$ cat config.mk
export PLATFORM = sky130hd
export DESIGN_NAME = lru_page_replacement_top
export DESIGN_NICKNAME = d
export VERILOG_FILES = /design/src/rtl/lru_pkg.sv /design/src/rtl/lru_page_replacement_top.sv
export SDC_FILE = /design/constraint.sdc
export NUM_CORES = 1
export LEC_CHECK = 0
export BUFFER_PORTS_ARGS = -buffer_cell sky130_fd_sc_hd__buf_4
export CAP_MARGIN = 25
export CORE_ASPECT_RATIO = 0.75
export CORE_UTILIZATION = 45
export CTS_CLUSTER_DIAMETER = 50
export DETAILED_ROUTE_END_ITERATION = 16
export PLACE_DENSITY = 0.62
export SLEW_MARGIN = 20
export SYNTH_ARGS = -nofsm -noshare
export SYNTH_HDL_FRONTEND = slang
export SYNTH_SLANG_ARGS = --single-unit
export TNS_END_PERCENT = 1
$ cat constraint.sdc
create_clock -name i_clk -period 6.7 [get_ports i_clk]
set_clock_uncertainty 0.2 [all_clocks]
set_input_delay 0.335 -clock i_clk [delete_from_list [all_inputs] [get_ports i_clk]]
set_output_delay 0.335 -clock i_clk [all_outputs]
set_load 0.01 [all_outputs]
$ cat src/rtl/lru_pkg.sv
`timescale 1ns / 1ps
// ----------------------------------------------------------------------------
// LRU page replacement - shared constants
// Frame count, index and rank widths, field widths.
// ----------------------------------------------------------------------------
package lru_pkg;

    localparam int MAX_FRAMES = 8;
    localparam int FRAME_W    = (MAX_FRAMES > 1) ? $clog2(MAX_FRAMES) : 1;
    localparam int RANK_W     = FRAME_W;
    localparam int PAGE_W     = 8;
    localparam int CFG_W      = 4;
    localparam int FIDX_W     = 3;
    localparam int FAULT_W    = 32;

    localparam logic [RANK_W-1:0]  RANK_MAX       = RANK_W'(MAX_FRAMES - 1);
    localparam logic [CFG_W-1:0]   CFG_RESET      = CFG_W'(8);
    localparam logic [FAULT_W-1:0] FAULT_SATURATE = '1;

    typedef logic [PAGE_W-1:0]  t_page;
    typedef logic [RANK_W-1:0]  t_rank;
    typedef logic [FRAME_W-1:0] t_frame;

endpackage

$ cat src/rtl/lru_page_replacement_top.sv
`timescale 1ns / 1ps
// ----------------------------------------------------------------------------
// LRU page replacement
// Small fully associative frame set with recency ranks; one page reference
// in, one hit/fault report out.
//
//   channel  direction  handshake              word
//   in       input      i_valid / o_stall      i_page
//   out      output     o_valid / i_stall      hit, frame, eviction, faults
//   cfg      input      i_cfg_valid / ready    i_cfg_data (frames in use)
//
// One reference per cycle unless the result stalls; o_valid is registered.
// The input register feeds a single pass of tag compare, free/LRU select
// and rank update, all parallel over the frame set, into the result register.
// Reset (synchronous, active low) empties all frames and sets 8 frames in use.
// A stalled result holds the pass, and the input stalls only while both
// registers are full and the result is stalled.
// ----------------------------------------------------------------------------
module lru_page_replacement_top
    import lru_pkg::*;
(
    input  logic                i_clk,
    input  logic                i_rst_n,
    input  logic                i_valid,
    output logic                o_stall,
    input  logic [PAGE_W-1:0]   i_page,
    output logic                o_valid,
    input  logic                i_stall,
    output logic                o_hit,
    output logic [FIDX_W-1:0]   o_frame_index,
    output logic                o_evicted_valid,
    output logic [PAGE_W-1:0]   o_evicted_page,
    output logic [FAULT_W-1:0]  o_fault_count,
    input  logic                i_cfg_valid,
    output logic                o_cfg_ready,
    input  logic [CFG_W-1:0]    i_cfg_data
);

    logic [CFG_W-1:0]       r_cfg;
    logic                   r_in_valid;
    t_page                  r_page;
    logic                   r_out_valid;
    logic                   r_hit;
    logic [FIDX_W-1:0]      r_frame_index;
    logic                   r_ev_valid;
    t_page                  r_ev_page;
    logic [FAULT_W-1:0]     r_faults;
    t_page                  r_frame_page [MAX_FRAMES];
    logic [MAX_FRAMES-1:0]  r_frame_valid;
    t_rank                  r_rank       [MAX_FRAMES];

    logic [MAX_FRAMES-1:0]  act;
    logic [MAX_FRAMES-1:0]  match;
    logic [MAX_FRAMES-1:0]  free;
    logic [MAX_FRAMES-1:0]  lru_cand;
    logic [MAX_FRAMES-1:0]  age;
    logic                   hit_any;
    logic                   free_any;
    t_frame                 hit_idx;
    t_frame                 free_idx;
    t_frame                 lru_idx;
    t_frame                 target;
    t_rank                  limit;
    logic                   proc;

    assign proc        = r_in_valid && (!r_out_valid || !i_stall);
    assign o_stall     = r_in_valid && !proc;
    assign o_cfg_ready = 1'b1;

    always_comb begin
        act      = '0;
        match    = '0;
        free     = '0;
        lru_cand = '0;
        age      = '0;
        hit_idx  = '0;
        free_idx = '0;
        lru_idx  = '0;
        for (int i = 0; i < MAX_FRAMES; i++) begin
            act[i]   = (i == 0) || (32'(r_cfg) > 32'(i));
            match[i] = act[i] && r_frame_valid[i] && (r_frame_page[i] == r_page);
            free[i]  = act[i] && !r_frame_valid[i];
        end
        for (int i = 0; i < MAX_FRAMES; i++) begin
            lru_cand[i] = act[i];
            for (int j = 0; j < MAX_FRAMES; j++) begin
                if (act[j] && (j < i) && (r_rank[j] >= r_rank[i])) begin
                    lru_cand[i] = 1'b0;
                end
                if (act[j] && (j > i) && (r_rank[j] > r_rank[i])) begin
                    lru_cand[i] = 1'b0;
                end
            end
        end
        for (int i = MAX_FRAMES - 1; i >= 0; i--) begin
            if (match[i]) begin
                hit_idx = FRAME_W'(i);
            end
            if (free[i]) begin
                free_idx = FRAME_W'(i);
            end
            if (lru_cand[i]) begin
                lru_idx = FRAME_W'(i);
            end
        end
        hit_any  = |match;
        free_any = |free;
        target   = hit_any ? hit_idx : (free_any ? free_idx : lru_idx);
        limit    = r_rank[hit_idx];
        for (int i = 0; i < MAX_FRAMES; i++) begin
            age[i] = act[i] && r_frame_valid[i] && (r_rank[i] < RANK_MAX)
                     && (!hit_any || (r_rank[i] < limit));
        end
    end

    always_ff @(posedge i_clk) begin
        if (!i_rst_n) begin
            r_cfg         <= CFG_RESET;
            r_in_valid    <= 1'b0;
            r_out_valid   <= 1'b0;
            r_faults      <= '0;
            r_frame_valid <= '0;
            for (int i = 0; i < MAX_FRAMES; i++) begin
                r_rank[i] <= '0;
            end
        end else begin
            if (i_cfg_valid && o_cfg_ready) begin
                r_cfg <= i_cfg_data;
            end
            if (i_valid && !o_stall) begin
                r_in_valid <= 1'b1;
            end else if (proc) begin
                r_in_valid <= 1'b0;
            end
            if (proc) begin
                r_out_valid <= 1'b1;
            end else if (!i_stall) begin
                r_out_valid <= 1'b0;
            end
            if (proc) begin
                for (int i = 0; i < MAX_FRAMES; i++) begin
                    if (FRAME_W'(i) == target) begin
                        r_rank[i] <= '0;
                    end else if (age[i]) begin
                        r_rank[i] <= r_rank[i] + 1'b1;
                    end
                end
                if (!hit_any) begin
                    r_frame_valid[target] <= 1'b1;
                    if (r_faults != FAULT_SATURATE) begin
                        r_faults <= r_faults + 1'b1;
                    end
                end
            end
        end
    end

    always_ff @(posedge i_clk) begin
        if (i_valid && !o_stall) begin
            r_page <= i_page;
        end
        if (proc) begin
            r_hit         <= hit_any;
            r_frame_index <= FIDX_W'(target);
            r_ev_valid    <= !hit_any && !free_any;
            r_ev_page     <= (!hit_any && !free_any) ? r_frame_page[target] : '0;
            if (!hit_any) begin
                r_frame_page[target] <= r_page;
            end
        end
    end

    assign o_valid         = r_out_valid;
    assign o_hit           = r_hit;
    assign o_frame_index   = r_frame_index;
    assign o_evicted_valid = r_ev_valid;
    assign o_evicted_page  = r_ev_page;
    assign o_fault_count   = r_faults;

    a_hit_no_evict: assert property (@(posedge i_clk) disable iff (!i_rst_n)
        o_valid |-> !(o_hit && o_evicted_valid))
        else $error("hit reported with an eviction");

    a_no_evict_zero: assert property (@(posedge i_clk) disable iff (!i_rst_n)
        (o_valid && !o_evicted_valid) |-> (o_evicted_page == '0))
        else $error("evicted page not zero without eviction");

    a_hit_no_fault: assert property (@(posedge i_clk) disable iff (!i_rst_n)
        (proc && hit_any) |=> (r_faults == $past(r_faults)))
        else $error("fault counted on a hit");

    a_target_fresh: assert property (@(posedge i_clk) disable iff (!i_rst_n)
        proc |=> (r_frame_valid[$past(target)] && (r_rank[$past(target)] == '0)))
        else $error("touched frame not valid and most recent");

    a_stall_full: assert property (@(posedge i_clk) disable iff (!i_rst_n)
        o_stall |-> (r_in_valid && r_out_valid && i_stall))
        else $error("input stalled with room to advance");

endmodule
==> results of run 1 <==
[cell type report]
class / count / area (sq um) / share of cell area
clock buffers: 22 / 465 / 0.0383
clock inverters: 10 / 90.1 / 0.00741
inverters: 55 / 206 / 0.0170
multi-input cells: 823 / 6140 / 0.505
flip-flops and latches: 155 / 4190 / 0.345
well taps: 300 / 375 / 0.0309
repair buffers: 83 / 681 / 0.0560
[stage by stage]
| stage | setup slack [ps] | instance area [sq um] | instances |
|---|---|---|---|
| finish | 1010 | 12200 | 1448 |
| global route | 523 | 12200 | 1448 |
| CTS | 1120 | 12200 | 1448 |
| detailed placement | 1120 | 11500 | 1401 |
| global placement | 1300 | 11400 | 1400 |
| floorplan | 2060 | 10800 | 1070 |
[cells by family (layout without fill, tap and decap cells)]
family | Yosys count | count (layout)
mux | 29 | 29
buf+inv | 92 | 170
flops | 155 | 155
fa+ha+maj | 109 | 109
simple gates | 358 | 358
other cells | 1 | 1
compound gates | 232 | 232
xor+xnor | 94 | 94
[registers in the layout, summed over array words and instances, names as in the netlist, 3 cells and up]
name and cells:
o_fault_count 32, r_rank 24, r_page 8, o_evicted_page 8, r_frame_page 64, r_frame_valid 8, o_frame_index 3, r_cfg 4
[per-layer routing]
metal	GRT usage	wire length, um
met1	0.398	15600
met2	0.360	12200
met3	0.0696	2970
met4	0.0480	303
met5	0	0
[synth_stat cells, types with 9 or more instances]
library cell	n
buf_2	9
and3_1	11
clkbuf_1	12
xnor2_1	58
nor2b_1	28
nor4_1	11
a31oi_1	11
a21oi_1	40
dfxtp_1	46
nand3b_1	11
o21ai_0	41
a211oi_1	11
ha_1	109
inv_1	51
edfxtp_1	109
o211ai_1	15
a32oi_1	9
nor2_1	99
xor2_1	36
nor3_1	17
nand4_1	19
o21a_1	17
nand2_1	51
mux2i_1	29
a21o_1	11
or3_1	11
buf_4	14
nand3_1	45
nand2b_1	15
[power by group through the flow]
stage / clock network, uW / registers, uW / logic [uW]
floorplan: 0 / 1090 / 207
global route: 972 / 1100 / 316
detailed placement: 0 / 1110 / 270
CTS: 937 / 1090 / 279
finish: 923 / 1090 / 285
global placement: 0 / 1110 / 264
[worst max-delay path by stage]
| stage | from | endpoint | slack [ps] | cells after the start |
|---|---|---|---|---|
| 6_report | r_cfg[3]$_SDFFE_PN1P_ | r_rank[7][2]$_SDFFCE_PN0P_ | 1010 | 14 |
| 5_1_grt | r_cfg[3]$_SDFFE_PN1P_ | r_rank[7][2]$_SDFFCE_PN0P_ | 520 | 14 |
| 4_1_cts | r_cfg[3]$_SDFFE_PN1P_ | r_rank[7][2]$_SDFFCE_PN0P_ | 1120 | 14 |
| 3_5_place_dp | r_cfg[3]$_SDFFE_PN1P_ | r_rank[7][1]$_SDFFCE_PN0P_ | 1120 | 14 |
| 3_3_place_gp | r_cfg[3]$_SDFFE_PN1P_ | r_rank[7][0]$_SDFFCE_PN0P_ | 1300 | 14 |
| 2_1_floorplan | r_page[2]$_DFFE_PP_ | r_rank[7][0]$_SDFFCE_PN0P_ | 2060 | 17 |
[worst max-delay path: stages (launching register included)]
cell and delay, ps:
dfxtp_1 820, a21oi_2 200, nand2b_4 230, or4_4 580
a21boi_1 180, o2bb2ai_4 470, nor2_1 80, a211oi_1 220
a21oi_1 60, mux2i_1 790, ha_1 390, a2111oi_0 400
a22oi_1 140, a21boi_0 160, o21ai_0 410
[repair_timing]
| item | CTS | global route |
|---|---|---|
| gates resized for setup | 0 | 0 |
| hold buffers | 15 | 0 |
| setup buffers | 0 | 0 |
| endpoints found under the hold margin | 14 | 0 |
==> reports/results.tsv, run 1 <==
metric	value	unit
DR vias/cell	5.94	
Post-Synth Simple-Gate Area	0.182	
die width	181	um
Slew Viols, Final	0	
launching point of the worst reg2reg path	r_cfg[3]$_SDFFE_PN1P_	
hpwl dp	22900	um
pin count of the biggest net entering global routing	30	
Syn Area/Cell	10.1	sq um
Post-Syn Instances	1070	
Final ANT Viol Nets	0	
clock sink count	155	
Clock Tree Root	clkbuf_16	
Critical Path RT	6580	ps
setup_tns	0	ps
hold path cells	3	
wire per inst	21.4	um
first-pass GRT wire length	48100	um
CORE AREA	23200	sq um
synth top area cells	edfxtp_1, ha_1, dfxtp_1	
Synth Register Bits	155	
NetSw	602	uW
minimum clock period	5690	ps
critical path class	flip-flop to flip-flop	
H-tree levels	4	
Worst setup EP type	flip-flop	
layout cell share with drive strength beyond 1	0.116	
Port Buf Inserts	63	
Comb power frac	0.124	
Net Sw Frac	0.261	
die area	24500	sq um
Fillers	2078	
fin crit share	0.849	
Initial Utilization	0.463	
P_int	1700	uW
Hold WC Path Type	input pin to flip-flop	
status	finished clean	
worst-margin pin slew	1010	ps
Min-Delay Endpoint	r_cfg[0]$_SDFFE_PN0P_	
row cnt	48	
synth unique cells	95	
Synth Area in XOR/XNOR	0.0765	
power share of the sequential group	0.475	
Post-synth ARST share	0	
Layout Utilization	0.523	
Tot GR Track Use	0.259	
Peak VDD IR	0.173	mV
Worst-path clk slew	60	ps
Worst R2R Path Depth	14	
Final nets	1261	
Post-synth EDFFs	109	
Finish-stage setup viols	0	
Worst R2R End	r_rank[7][2]$_SDFFCE_PN0P_	
total leakage power	0.00467	uW
hold_sp	i_cfg_valid	
Clock Path Buffers	2	
Post-Synth Adder-Cell Area	0.127	
ys flop type	edfxtp_1	
crit path DAT	5570	ps
initial antenna violation count	0	
yosys warns	0	
Max Clock Freq	176	MHz
PD cells	189	nW/um^2
post-synth top area share	0.304	
post-synthesis compound-gate area fraction	0.158	
number of global-route vias before repair	8093	
largest family of logic cells by synthesized area	simple AND/OR/NAND/NOR gates	
grt ovf	0	
synthesized net count	1196	
clk_lat worst skew	430	ps
Area Growth Syn to Fin	13.0	%
DRC	0	
post-synthesis mux area share	0.0270	
post-synth top area cell	edfxtp_1	
total power draw	2300	uW
final hold vios	0	
ant diodes	0	
Rel. slew slack	0.308	
crit start category	flip-flop	
Iteration-0 DRC Markers	839	
Hold WS	27.7	ps
sequential share of the synthesized area	0.390	
1st-pass router iterations	5	
DR vias	8608	
DIE HEIGHT	136	um
Max Cap Viol	0	
flop2flop setup slack	1010	ps
CTS tree	done	
Max FO, Critical Path	22	
most frequent cells in the layout	ha_1, edfxtp_1, nor2_1	
share of power burned in the clock network	0.401	
GPL Wtd Cong	0.963	
Top Ports	65	
Netlist Area Pre-Place	10800	sq um
TritonCTS buffer count	17	
routed wire length	31100	um
RSZ-0062 raised after global routing	no	
Power figures use the tool's default switching activity.
==> inputs of run 2 (changes only) <==
--- a/config.mk
+++ b/config.mk
@@ -11,7 +11,7 @@
 export CORE_UTILIZATION = 45
 export CTS_CLUSTER_DIAMETER = 50
 export DETAILED_ROUTE_END_ITERATION = 16
-export PLACE_DENSITY = 0.62
+export PLACE_DENSITY = 0.64
 export SLEW_MARGIN = 20
 export SYNTH_ARGS = -nofsm -noshare
 export SYNTH_HDL_FRONTEND = slang
==> constraint.sdc (replaced) <==
create_clock -name i_clk -period 5 [get_ports i_clk]
set_clock_uncertainty 0.2 [all_clocks]
set_input_delay 0.25 -clock i_clk [delete_from_list [all_inputs] [get_ports i_clk]]
set_output_delay 0.25 -clock i_clk [all_outputs]
set_load 0.01 [all_outputs]
==> run 2 against run 1 <==
  * Critical path depth increased by 2
  * First-iteration DRC count rose by 4.9%
  * Global-route usage increased by 0.63 points
  * Sequential power up 32%
  * Critical endpoint is now r_rank[2][0]$_SDFFCE_PN0P_
  * Fmax rose by 19%
  * Worst setup slack worse by 790 ps
  * Die area unchanged
  * Largest power group unchanged
==> reports/results.tsv, run 2 (synthesized netlist as in run 1, its figures left out) <==
metric	value	unit
commonest non-fill, non-tap cell in the layout	buf_4	
Final nets	1332	
Top Ports	65	
Net Sw Frac	0.261	
grt ovf	0	
worst setup margin	219	ps
Iteration-0 DRC Markers	880	
clk_lat worst skew	430	ps
Hold WC Path Type	input pin to flip-flop	
ant diodes	0	
met2 usage in global routing	0.372	
status	finished clean	
Critical Path RT	4930	ps
Peak VDD IR	0.226	mV
Area Growth Syn to Fin	19.0	%
Hold WS	46.2	ps
flop2flop setup slack	220	ps
final std cells w/o fill	1519	
PD cells	242	nW/um^2
most frequent cells in the layout	buf_4, ha_1, edfxtp_1	
critical path class	flip-flop to flip-flop	
Finish-stage setup viols	0	
Max Cap Viol	0	
total leakage power	0.00503	uW
final hold vios	0	
hold path cells	2	
DR vias/cell	5.94	
worst-margin pin slew	992	ps
Global Route met3 Usage	0.0841	
Port Buf Inserts	63	
Setup Slack @ Placement	57.4	ps
GPL Wtd Cong	0.962	
clock sink count	155	
met1 usage	0.393	
wire per inst	21.3	um
minimum clock period	4780	ps
number of global-route vias before repair	8449	
row cnt	48	
Clock Tree Root	clkbuf_16	
DRC	0	
share of power burned in the clock network	0.390	
TritonCTS buffer count	17	
layout cell share with drive strength beyond 1	0.168	
crit start category	flip-flop	
Initial Utilization	0.463	
Worst setup EP type	flip-flop	
power share of the sequential group	0.465	
die width	181	um
CTS tree	done	
Layout Utilization	0.551	
routed wire length	32400	um
DR vias	9028	
Worst R2R End	r_rank[2][0]$_SDFFCE_PN0P_	
DIE HEIGHT	136	um
multi-input logic area	6200	sq um
Rel. slew slack	0.336	
initial antenna violation count	0	
global route hottest layer	met1	
first-pass GRT wire length	49100	um
Final ANT Viol Nets	0	
P_int	2290	uW
Fillers	2042	
1st-pass router iterations	5	
die area	24500	sq um
Reg area	4190	sq um
CORE AREA	23200	sq um
Worst-path clk slew	70	ps
crit path DAT	4710	ps
Slew Viols, Final	0	
Clock Path Buffers	2	
NetSw	807	uW
fin crit share	0.956	
Max Clock Freq	209	MHz
Reg with most FFs	r_frame_page	
hold_sp	i_rst_n	
total power draw	3100	uW
DP Cell Count	1462	
pin count of the biggest net entering global routing	33	
Min-Delay Endpoint	r_frame_valid[6]$_SDFFE_PN0P_	
max FFs per register	64	
Max FO, Critical Path	11	
H-tree levels	4	
Comb power frac	0.146	
Worst R2R Path Depth	16	
launching point of the worst reg2reg path	r_page[1]$_DFFE_PP_	
Tot GR Track Use	0.266	
hpwl dp	24300	um
-- run 2: cell types whose count changed in the layout (fill, tap and decap cells not counted), sizes merged --
| cell | change |
|---|---|
| dlygate4sd3 | +4 |
| o2bb2ai | +1 |
| clkbuf | +1 |
| inv | -1 |
| buf | +66 |
| bufinv | -1 |
| clkinv | +1 |
-- run 2: layout make-up --
class                           count  share of cell area
Clock buffer                       23              0.0383
Timing Repair Buffer              153              0.0998
Multi-Input combinational cell    824               0.484
Sequential cell                   155               0.327
Tap cell                          300              0.0293
Inverter                           55              0.0161
Clock inverter                      9             0.00479
-- run 2: power groups by stage --
stage	clock network, uW	logic [uW]	registers [uW]
6_report	1210	451	1440
5_1_grt	1280	496	1440
4_1_cts	1230	431	1440
3_5_place_dp	0	415	1470
3_3_place_gp	0	405	1470
2_1_floorplan	0	278	1450
-- run 2: repair_timing --
| action | 4_1_cts | 5_1_grt |
|---|---|---|
| endpoints found under the setup margin | 0 | 33 |
| hold buffers | 19 | 0 |
| gates resized for setup | 0 | 8 |
| setup buffers | 0 | 4 |
| hold endpoints to repair | 14 | 0 |
-- run 2: worst max-delay path by stage --
| stage | startpoint | to | slack [ps] |
|---|---|---|---|
| global placement | r_page[4]$_DFFE_PP_ | r_rank[7][0]$_SDFFCE_PN0P_ | 200 |
| floorplan | r_page[2]$_DFFE_PP_ | r_rank[7][0]$_SDFFCE_PN0P_ | 360 |
| finish | r_page[1]$_DFFE_PP_ | r_rank[2][0]$_SDFFCE_PN0P_ | 220 |
| CTS | r_page[4]$_DFFE_PP_ | r_rank[7][1]$_SDFFCE_PN0P_ | 2 |
| global route | r_page[5]$_DFFE_PP_ | r_rank[2][2]$_SDFFCE_PN0P_ | -5 |
| detailed placement | r_page[4]$_DFFE_PP_ | r_rank[7][1]$_SDFFCE_PN0P_ | 60 |
-- run 2: worst max-delay path: stages, from the launching register on --
cell,delay [ps]
edfxtp_1,590
buf_4,260
xnor2_1,210
nand2_1,80
or4_1,590
o41ai_2,170
o2bb2ai_4,260
nor2_1,70
a211oi_1,230
a21oi_1,80
mux2i_2,320
buf_4,200
ha_1,230
a211oi_1,310
a21oi_2,90
a2111o_1,410
nand3_1,170
-- run 2: metal layers --
layer / vias to the layer above / part of all wire
li1: 4268 / -
met1: 4348 / 0.48
met2: 388 / 0.40
met3: 24 / 0.10
met4: 0 / 0.010
met5: - / 0
-- run 2: through the flow --
stage                     setup TNS [ps]  cell area (sq um)
after global placement                 0              11900
final                                  0              12800
after CTS                              0              12700
after detailed placement               0              11900
after global routing               -15.9              12800
after floorplan                        0              10800
